<file path="src/rtl/clnws_pkg.sv">
`timescale 1ns / 1ps
// ----------------------------------------------------------------------------
// Character LCD nibble write sequencer: shared package
// Request codes, phase encodings, register indexes and the result record
// that travels from the sequencer core into its output buffer.
// ----------------------------------------------------------------------------
package clnws_pkg;

   // Request codes carried on the cmd field.
   typedef enum logic [2:0] {
      CMD_TICK      = 3'd0,
      CMD_WRITE_CMD = 3'd1,
      CMD_WRITE_DAT = 3'd2,
      CMD_SET_CUR   = 3'd3,
      CMD_RUN_INIT  = 3'd4
   } cmd_type;

   // Configuration register indexes.
   typedef enum logic [1:0] {
      REG_INIT_MODE     = 2'd0,
      REG_INIT_FUNCTION = 2'd1,
      REG_INIT_DISPLAY  = 2'd2,
      REG_INIT_CLEAR    = 2'd3
   } reg_index_type;

   // Phase of a byte transfer. Each names the step the next tick performs.
   typedef enum logic [2:0] {
      BP_IDLE       = 3'd0,
      BP_E_RISE_HI  = 3'd1,
      BP_NIBBLE_HI  = 3'd2,
      BP_E_FALL_HI  = 3'd3,
      BP_E_RISE_LO  = 3'd4,
      BP_NIBBLE_LO  = 3'd5,
      BP_E_FALL_LO  = 3'd6,
      BP_FINISH     = 3'd7
   } byte_phase_type;

   // Init sequence position: which init byte is being sent.
   typedef enum logic [2:0] {
      IP_IDLE     = 3'd0,
      IP_MODE     = 3'd1,
      IP_FUNCTION = 3'd2,
      IP_DISPLAY  = 3'd3,
      IP_CLEAR    = 3'd4
   } init_phase_type;

   // Register widths and reset values.
   localparam int unsigned CSR_DATA_W      = 8;
   localparam int unsigned CSR_INDEX_W     = 2;
   localparam logic [7:0]  INIT_MODE_RST     = 8'd2;
   localparam logic [7:0]  INIT_FUNCTION_RST = 8'd40;
   localparam logic [7:0]  INIT_DISPLAY_RST  = 8'd12;
   localparam logic [7:0]  INIT_CLEAR_RST    = 8'd1;

   // Set DDRAM address instruction.
   localparam logic [7:0]  SET_CURSOR_BASE = 8'h80;

   // One result transaction.
   typedef struct packed {
      logic       pin_enable;
      logic       pin_register_select;
      logic       pin_read_write;
      logic [3:0] bus_nibble;
      logic       busy_res;
      logic       byte_done;
      logic       init_done;
      logic       status;
   } rsp_type;

   // DDRAM start address of each display row.
   function automatic logic [7:0] row_offset(input logic [1:0] row);
      logic [7:0] offs;
      unique case (row)
         2'd0:    offs = 8'h00;
         2'd1:    offs = 8'h40;
         2'd2:    offs = 8'h10;
         default: offs = 8'h50;
      endcase
      return offs;
   endfunction

endpackage

</file>
<file path="src/rtl/clnws_out_buf.sv">
`timescale 1ns / 1ps
// ----------------------------------------------------------------------------
// Character LCD nibble write sequencer: result buffer
// Two-entry output buffer (head register plus skid register) so the core
// keeps taking requests while one finished result waits for the receiver.
// ----------------------------------------------------------------------------
module clnws_out_buf (
   input  logic               clock,
   input  logic               reset,
   input  logic               push,
   input  clnws_pkg::rsp_type push_data,
   output logic               can_push,
   output logic               out_valid,
   input  logic               out_ready,
   output clnws_pkg::rsp_type out_data
);

   logic               head_valid_ff, head_valid_in;
   logic               skid_valid_ff, skid_valid_in;
   clnws_pkg::rsp_type head_data_ff, head_data_in;
   clnws_pkg::rsp_type skid_data_ff, skid_data_in;
   logic               pop;

   assign pop       = head_valid_ff && out_ready;
   assign can_push  = !skid_valid_ff;
   assign out_valid = head_valid_ff;
   assign out_data  = head_data_ff;

   // Next contents of the head and skid entries.
   always_comb begin
      head_valid_in = head_valid_ff;
      skid_valid_in = skid_valid_ff;
      head_data_in  = head_data_ff;
      skid_data_in  = skid_data_ff;
      if (!head_valid_ff) begin
         head_valid_in = push;
         head_data_in  = push_data;
      end else if (pop) begin
         if (skid_valid_ff) begin
            // Skid entry moves up; no push is possible while it is full.
            head_data_in  = skid_data_ff;
            skid_valid_in = 1'b0;
         end else begin
            head_valid_in = push;
            head_data_in  = push_data;
         end
      end else if (push) begin
         skid_valid_in = 1'b1;
         skid_data_in  = push_data;
      end
   end

   // Valid flags are reset; data registers are not.
   always_ff @(posedge clock) begin
      if (reset) begin
         head_valid_ff <= 1'b0;
         skid_valid_ff <= 1'b0;
      end else begin
         head_valid_ff <= head_valid_in;
         skid_valid_ff <= skid_valid_in;
      end
   end

   always_ff @(posedge clock) begin
      head_data_ff <= head_data_in;
      skid_data_ff <= skid_data_in;
   end

endmodule

</file>
<file path="src/rtl/char_lcd_nibble_write_sequencer_core.sv">
`timescale 1ns / 1ps
// ----------------------------------------------------------------------------
// Character LCD nibble write sequencer core
// Loads command, data, cursor and init requests and steps an HD44780-style
// 4-bit write one phase per tick, reporting pin levels after each step.
// ----------------------------------------------------------------------------
// Usage:
//   The req_ channel carries one request or tick per transaction. Every
//   accepted transaction updates the sequencer state and produces exactly one
//   transaction on the rsp_ channel with the pin levels, busy flag, done
//   pulses and the request status (1 when rejected because busy).
//   A byte takes seven ticks after its request: E high, high nibble, E low,
//   E high, low nibble, E low, done. The init request chains four bytes.
//   A result is registered in the output buffer before it is presented.
//   Throughput: one transaction per cycle while req_ready is high; the state
//   update is a single pass of logic from the sequencer registers back into them.
//   A two-entry output buffer holds results when the receiver stalls;
//   req_ready drops only while both entries are full.
//   The csr_ port writes the four init command registers; write only while
//   no results are outstanding.
//   Reset (synchronous) returns the sequencer to idle with the bus low and
//   the init registers at their defaults; the output buffer is emptied.
// ----------------------------------------------------------------------------
module char_lcd_nibble_write_sequencer_core (
   input  logic                              clock,
   input  logic                              reset,
   // Request channel
   input  logic                              req_valid,
   output logic                              req_ready,
   input  logic [2:0]                        req_cmd,
   input  logic [7:0]                        req_byte_value,
   input  logic [1:0]                        req_row,
   input  logic [3:0]                        req_col,
   // Result channel
   output logic                              rsp_valid,
   input  logic                              rsp_ready,
   output logic                              rsp_pin_enable,
   output logic                              rsp_pin_register_select,
   output logic                              rsp_pin_read_write,
   output logic [3:0]                        rsp_bus_nibble,
   output logic                              rsp_busy_res,
   output logic                              rsp_byte_done,
   output logic                              rsp_init_done,
   output logic                              rsp_status,
   // Configuration port
   input  logic                              csr_we,
   input  logic [clnws_pkg::CSR_INDEX_W-1:0] csr_index,
   input  logic [clnws_pkg::CSR_DATA_W-1:0]  csr_wdata
);

   // Init command registers.
   logic [7:0] init_mode_ff, init_function_ff, init_display_ff, init_clear_ff;

   // Sequencer state.
   clnws_pkg::byte_phase_type byte_phase_ff, byte_phase_in;
   clnws_pkg::init_phase_type init_phase_ff, init_phase_in;
   logic [7:0]                held_byte_ff, held_byte_in;
   logic                      held_select_ff, held_select_in;
   logic                      enable_ff, enable_in;
   logic [3:0]                nibble_ff, nibble_in;

   logic                      accept;
   logic                      busy;
   logic                      done_byte, done_init, status;
   logic [7:0]                init_byte_next;
   logic [7:0]                cursor_addr;
   clnws_pkg::rsp_type        rsp_push, rsp_out;

   assign accept = req_valid && req_ready;
   assign busy   = (byte_phase_ff != clnws_pkg::BP_IDLE) ||
                   (init_phase_ff != clnws_pkg::IP_IDLE);

   // Cursor move instruction: set-address base OR (column + row start).
   assign cursor_addr = clnws_pkg::SET_CURSOR_BASE |
                        ({4'd0, req_col} + clnws_pkg::row_offset(req_row));

   // Init byte that follows the one in flight.
   always_comb begin
      unique case (init_phase_ff)
         clnws_pkg::IP_MODE:     init_byte_next = init_function_ff;
         clnws_pkg::IP_FUNCTION: init_byte_next = init_display_ff;
         default:                init_byte_next = init_clear_ff;
      endcase
   end

   // Next-state logic for one request or tick.
   always_comb begin
      byte_phase_in  = byte_phase_ff;
      init_phase_in  = init_phase_ff;
      held_byte_in   = held_byte_ff;
      held_select_in = held_select_ff;
      enable_in      = enable_ff;
      nibble_in      = nibble_ff;
      done_byte      = 1'b0;
      done_init      = 1'b0;
      status         = 1'b0;
      if (accept) begin
         unique case (req_cmd)
            clnws_pkg::CMD_TICK: begin
               unique case (byte_phase_ff)
                  clnws_pkg::BP_E_RISE_HI: begin
                     enable_in     = 1'b1;
                     byte_phase_in = clnws_pkg::BP_NIBBLE_HI;
                  end
                  clnws_pkg::BP_NIBBLE_HI: begin
                     nibble_in     = held_byte_ff[7:4];
                     byte_phase_in = clnws_pkg::BP_E_FALL_HI;
                  end
                  clnws_pkg::BP_E_FALL_HI: begin
                     enable_in     = 1'b0;
                     byte_phase_in = clnws_pkg::BP_E_RISE_LO;
                  end
                  clnws_pkg::BP_E_RISE_LO: begin
                     enable_in     = 1'b1;
                     byte_phase_in = clnws_pkg::BP_NIBBLE_LO;
                  end
                  clnws_pkg::BP_NIBBLE_LO: begin
                     nibble_in     = held_byte_ff[3:0];
                     byte_phase_in = clnws_pkg::BP_E_FALL_LO;
                  end
                  clnws_pkg::BP_E_FALL_LO: begin
                     enable_in     = 1'b0;
                     byte_phase_in = clnws_pkg::BP_FINISH;
                  end
                  clnws_pkg::BP_FINISH: begin
                     byte_phase_in = clnws_pkg::BP_IDLE;
                     done_byte     = 1'b1;
                     priority if (init_phase_ff == clnws_pkg::IP_MODE ||
                                  init_phase_ff == clnws_pkg::IP_FUNCTION ||
                                  init_phase_ff == clnws_pkg::IP_DISPLAY) begin
                        // Chain the next init byte straight away.
                        init_phase_in  = clnws_pkg::init_phase_type'(init_phase_ff + 3'd1);
                        held_byte_in   = init_byte_next;
                        held_select_in = 1'b0;
                        byte_phase_in  = clnws_pkg::BP_E_RISE_HI;
                     end else if (init_phase_ff != clnws_pkg::IP_IDLE) begin
                        init_phase_in = clnws_pkg::IP_IDLE;
                        done_init     = 1'b1;
                     end
                  end
                  default: begin
                  end
               endcase
            end
            clnws_pkg::CMD_WRITE_CMD: begin
               if (busy) begin
                  status = 1'b1;
               end else begin
                  held_byte_in   = req_byte_value;
                  held_select_in = 1'b0;
                  byte_phase_in  = clnws_pkg::BP_E_RISE_HI;
               end
            end
            clnws_pkg::CMD_WRITE_DAT: begin
               if (busy) begin
                  status = 1'b1;
               end else begin
                  held_byte_in   = req_byte_value;
                  held_select_in = 1'b1;
                  byte_phase_in  = clnws_pkg::BP_E_RISE_HI;
               end
            end
            clnws_pkg::CMD_SET_CUR: begin
               if (busy) begin
                  status = 1'b1;
               end else begin
                  held_byte_in   = cursor_addr;
                  held_select_in = 1'b0;
                  byte_phase_in  = clnws_pkg::BP_E_RISE_HI;
               end
            end
            clnws_pkg::CMD_RUN_INIT: begin
               if (busy) begin
                  status = 1'b1;
               end else begin
                  init_phase_in  = clnws_pkg::IP_MODE;
                  held_byte_in   = init_mode_ff;
                  held_select_in = 1'b0;
                  byte_phase_in  = clnws_pkg::BP_E_RISE_HI;
               end
            end
            default: begin
               // Unused request codes change nothing.
            end
         endcase
      end
   end

   // Result fields, taken after this transaction's update.
   always_comb begin
      rsp_push.pin_enable          = enable_in;
      rsp_push.pin_register_select = held_select_in;
      rsp_push.pin_read_write      = 1'b0;
      rsp_push.bus_nibble          = nibble_in;
      rsp_push.busy_res            = (byte_phase_in != clnws_pkg::BP_IDLE) ||
                                     (init_phase_in != clnws_pkg::IP_IDLE);
      rsp_push.byte_done           = done_byte;
      rsp_push.init_done           = done_init;
      rsp_push.status              = status;
   end

   // Sequencer registers.
   always_ff @(posedge clock) begin
      if (reset) begin
         byte_phase_ff  <= clnws_pkg::BP_IDLE;
         init_phase_ff  <= clnws_pkg::IP_IDLE;
         held_byte_ff   <= 8'd0;
         held_select_ff <= 1'b0;
         enable_ff      <= 1'b0;
         nibble_ff      <= 4'd0;
      end else begin
         byte_phase_ff  <= byte_phase_in;
         init_phase_ff  <= init_phase_in;
         held_byte_ff   <= held_byte_in;
         held_select_ff <= held_select_in;
         enable_ff      <= enable_in;
         nibble_ff      <= nibble_in;
      end
   end

   // Init command registers written through the configuration port.
   always_ff @(posedge clock) begin
      if (reset) begin
         init_mode_ff     <= clnws_pkg::INIT_MODE_RST;
         init_function_ff <= clnws_pkg::INIT_FUNCTION_RST;
         init_display_ff  <= clnws_pkg::INIT_DISPLAY_RST;
         init_clear_ff    <= clnws_pkg::INIT_CLEAR_RST;
      end else if (csr_we) begin
         unique case (csr_index)
            clnws_pkg::REG_INIT_MODE:     init_mode_ff     <= csr_wdata;
            clnws_pkg::REG_INIT_FUNCTION: init_function_ff <= csr_wdata;
            clnws_pkg::REG_INIT_DISPLAY:  init_display_ff  <= csr_wdata;
            default:                      init_clear_ff    <= csr_wdata;
         endcase
      end
   end

   // Output buffer between the sequencer and the result channel.
   clnws_out_buf u_out_buf (
      .clock     (clock),
      .reset     (reset),
      .push      (accept),
      .push_data (rsp_push),
      .can_push  (req_ready),
      .out_valid (rsp_valid),
      .out_ready (rsp_ready),
      .out_data  (rsp_out)
   );

   assign rsp_pin_enable          = rsp_out.pin_enable;
   assign rsp_pin_register_select = rsp_out.pin_register_select;
   assign rsp_pin_read_write      = rsp_out.pin_read_write;
   assign rsp_bus_nibble          = rsp_out.bus_nibble;
   assign rsp_busy_res            = rsp_out.busy_res;
   assign rsp_byte_done           = rsp_out.byte_done;
   assign rsp_init_done           = rsp_out.init_done;
   assign rsp_status              = rsp_out.status;

endmodule
</file>
<file path="config.mk">
export PLATFORM = sky130hd
export DESIGN_NAME = char_lcd_nibble_write_sequencer_core
export DESIGN_NICKNAME = d
export VERILOG_FILES = /design/src/rtl/clnws_pkg.sv /design/src/rtl/clnws_out_buf.sv /design/src/rtl/char_lcd_nibble_write_sequencer_core.sv
export SDC_FILE = /design/constraint.sdc
export NUM_CORES = 1
export LEC_CHECK = 0
export ABC_CLOCK_PERIOD_IN_PS = 2970
export BUFFER_PORTS_ARGS = -buffer_cell sky130_fd_sc_hd__buf_2
export CAP_MARGIN = 20
export CORE_MARGIN = 10
export CORE_UTILIZATION = 60
export CTS_CLUSTER_SIZE = 40
export DETAILED_ROUTE_END_ITERATION = 12
export PLACE_DENSITY = 0.94
export SKIP_LAST_GASP = 1
export SLEW_MARGIN = 10
export SYNTH_ARGS = -nofsm -noshare
export SYNTH_HDL_FRONTEND = slang
export SYNTH_SLANG_ARGS = --single-unit
</file>
<file path="constraint.sdc">
create_clock -name clock -period 2.97 [get_ports clock]
set_input_delay 0.297 -clock clock [delete_from_list [all_inputs] [get_ports clock]]
set_output_delay 0.297 -clock clock [all_outputs]
set_load 0.02 [all_outputs]
</file>
==> results.json <==
{
  "postRouteWirelength_um": 9720,
  "hpwl_um": 6900,
  "met2_usage_pct": 31.6,
  "vias": 3301,
  "setup-tns-final_ns": 0,
  "holdWs_ns": 0.123,
  "async_flop_share_pct": 0,
  "track_usage_pct": 19.6,
  "finClkSkew_ns": 0.00639,
  "ys_seq_area_share_pct": 45.4,
  "pin_count": 45,
  "cts_setup_buffers": 0,
  "finalSetupViolations": 0,
  "path_clk_slew_ns": 0.08,
  "vias_per_cell": 6.36,
  "n_fill_cell": 447,
  "drc": 0,
  "die_x_um": 98.6,
  "numCtsBuffers": 9,
  "power.density_mw_per_mm2": 563,
  "rsz0062_at_grt": "no",
  "syn-num-nets": 448,
  "cp_max_fo": 12,
  "placed_area_mm2": 0.00392,
  "peakVddDrop_v": 0.000578,
  "drt-initial-drc-count": 281,
  "syn_area_mm2": 0.00371,
  "io_buffers": 43,
  "relSlewSlack_pct": 35.4,
  "antenna_left": 0,
  "outcome": "finished clean",
  "cts_tree": "done",
  "postCtsHoldBufs": 0,
  "stdcell_count": 519,
  "placement_rows": 28,
  "layout.nets": 480,
  "grt_max_degree": 55,
  "maxCapViolCount": 0,
  "cts_buffer_depth": 2,
  "die_area_mm2": 0.00972,
  "antenna_found_initial": 0,
  "netlist_top_cells_area": "dfxtp_1 29%, edfxtp_1 16%, nand2_1 6.4%",
  "synth-edff-count": 20,
  "postCtsResizedCells": 0,
  "layout_min_cycle_time_ns": 2.34,
  "h-tree-depth": 3,
  "layout-drive-gt1-share_pct": 17.1,
  "worst_pin_slew_ns": 0.969,
  "cts.sinks": 74,
  "power.leakage_nw": 1.65,
  "area_delta_synth_final_pct": 12.2,
  "fin_crit_sh_pct": 78.6,
  "criticalPathCategory": "reg -> reg",
  "syn_avg_cell_area_um2": 9.11,
  "slew_violations": 0,
  "crit_path_end_kind": "register",
  "grt_pass1_vias": 3233,
  "diodes": 0,
  "hp-class": "in -> reg",
  "cp_cell_sequence": "inv_1, ha_1, o21ba_2, o211ai_1, a31o_1, a21oi_2, a21oi_1",
  "synthFlopType": "dfxtp_1",
  "root_buffer": "clkbuf_8",
  "cp_slowest_cell": "ha_1",
  "finish.instance_area_mm2": 0.00416,
  "dp_cells": 503,
  "crit_start": "init_phase_ff[0]$_SDFF_PP0_",
  "cp.required_ns": 3.07,
  "hold_violations": 0,
  "synth-seq-cells": 74,
  "gr-total-overflow": 0,
  "start_kind": "register",
  "synth.largest_area_cell": "dfxtp_1",
  "synth_top_area_share_pct": 29.2,
  "fmax_mhz": 428,
  "die_height_um": 98.6,
  "start_util_pct": 62.2,
  "critPathArrivalTime_ns": 2.44,
  "grt_use_met1_pct": 23.3,
  "wl_per_cell_um": 18.7,
  "routabilityCongestion": 0.938,
  "coreArea_mm2": 0.00596,
  "netlist_instances": 407,
  "timing.rr.start": "init_phase_ff[0]$_SDFF_PP0_",
  "firstDrtPassIters": 5,
  "grt_pass1_wl_um": 15600,
  "p_total_mw": 2.34,
  "max_stage_delay_ns": 0.45,
  "clk_latency_ns": 0.36,
  "grtUsageMet3_pct": 5.38,
  "min_from": "rsp_ready",
  "synthDistinctLibCells": 62,
  "grt-busiest-layer": "met2",
  "yosysWarnings": 0
}
## area by class of cell
class	count	area, um^2	share of cell area [%]
Multi-Input combinational cell	295	1870	44.9
Sequential cell	74	1680	40.5
Timing Repair Buffer	45	230	5.54
Clock buffer	10	128	3.07
Clock inverter	6	105	2.53
Tap cell	75	93.8	2.26
Inverter	14	52.6	1.26
## power breakdown
group	internal (mW)	total, mW	switching, mW
Sequential	1.08	1.11	0.0278
Clock	0.553	0.930	0.377
Combinational	0.109	0.302	0.193
Total	1.74	2.34	0.598
## cells by family (layout without fill, tap and decap cells)
logic type               Yosys count  in the layout  synth area share, %
buffers and inverters             38             75                 4.29
flip-flops                        74             74                 45.4
AND/OR/NAND/NOR                  152            152                 20.4
adder cells (fa/ha/maj)            9              9                 3.04
XOR/XNOR                           1              1                0.236
multiplexers                      15             15                 4.19
AO/OA/AOI/OAI                    117            117                 22.4
other                              1              1                0.101
## final timing paths
check / end / slack, ns / cells after the start
worst min register to register: init_display_ff[6]$_SDFFE_PP0P_ / 0.46 / 2
worst max register to register: u_out_buf.out_data[9]$_DFFE_PP_ / 0.63 / 7
worst min-delay path: u_out_buf.skid_valid_ff$_SDFFE_PP0P_ / 0.12 / 2
worst max-delay path: u_out_buf.out_data[9]$_DFFE_PP_ / 0.63 / 7
## flip-flops by register name, summed over array words and instances, names as in the netlist
register and flops:
byte_phase_ff 3, enable_ff 1, held_byte_ff 8, held_select_ff 1, init_clear_ff 8, init_display_ff 8
init_function_ff 8, init_mode_ff 8, init_phase_ff 3, nibble_ff 4, u_out_buf.out_data 10, u_out_buf.out_valid 1
u_out_buf.skid_data_ff 10, u_out_buf.skid_valid_ff 1
## metal layers
| metal | vias to the layer above | part of all wire, % |
|---|---|---|
| met5 | - | 0 |
| met4 | 0 | 3.0 |
| met3 | 35 | 7.9 |
| met2 | 170 | 48 |
| met1 | 1565 | 41 |
| li1 | 1531 | - |
## through the flow
step / util (%) / setup slack [ns]
final: 69.8 / 0.634
after global routing: 69.8 / 0.490
after CTS: 69.8 / 0.669
after detailed placement: 65.9 / 0.688
after global placement: 65.9 / 0.764
after floorplan: - / 1.02
## synthesized netlist by cell type (8+ instances only)
cell type / instances
mux2i_1: 11
dfxtp_1: 54
a22o_1: 12
nand2_1: 63
inv_1: 14
nor3_1: 8
ha_1: 9
nor2b_1: 10
clkbuf_1: 14
edfxtp_1: 20
o21ai_0: 10
a21oi_1: 34
a22oi_1: 12
nor2_1: 31
## placed cells by master (no fill, tap or decap), drive strengths merged, types with 5 or more instances in the layout
| master | instances |
|---|---|
| nand2 | 63 |
| dfxtp | 54 |
| buf | 45 |
| a21oi | 35 |
| nor2 | 33 |
| edfxtp | 20 |
| inv | 14 |
| a22o | 12 |
| a22oi | 12 |
| o21ai | 12 |
| mux2i | 11 |
| a211oi | 11 |
| nor2b | 10 |
| clkbuf | 10 |
| ha | 9 |
| nor3 | 8 |
| o211ai | 7 |
| and2 | 7 |
| nand3b | 6 |
| nand3 | 5 |
| a31oi | 5 |
## worst max-delay path: cells and delay by family (launching register included)
family,cells,cell delay (ns)
AOI/OAI and AO/OA,5,1.15
buffers and inverters,1,0.14
adders and majority gates,1,0.45
DFF,1,0.34
Power figures use the tool's default switching activity.
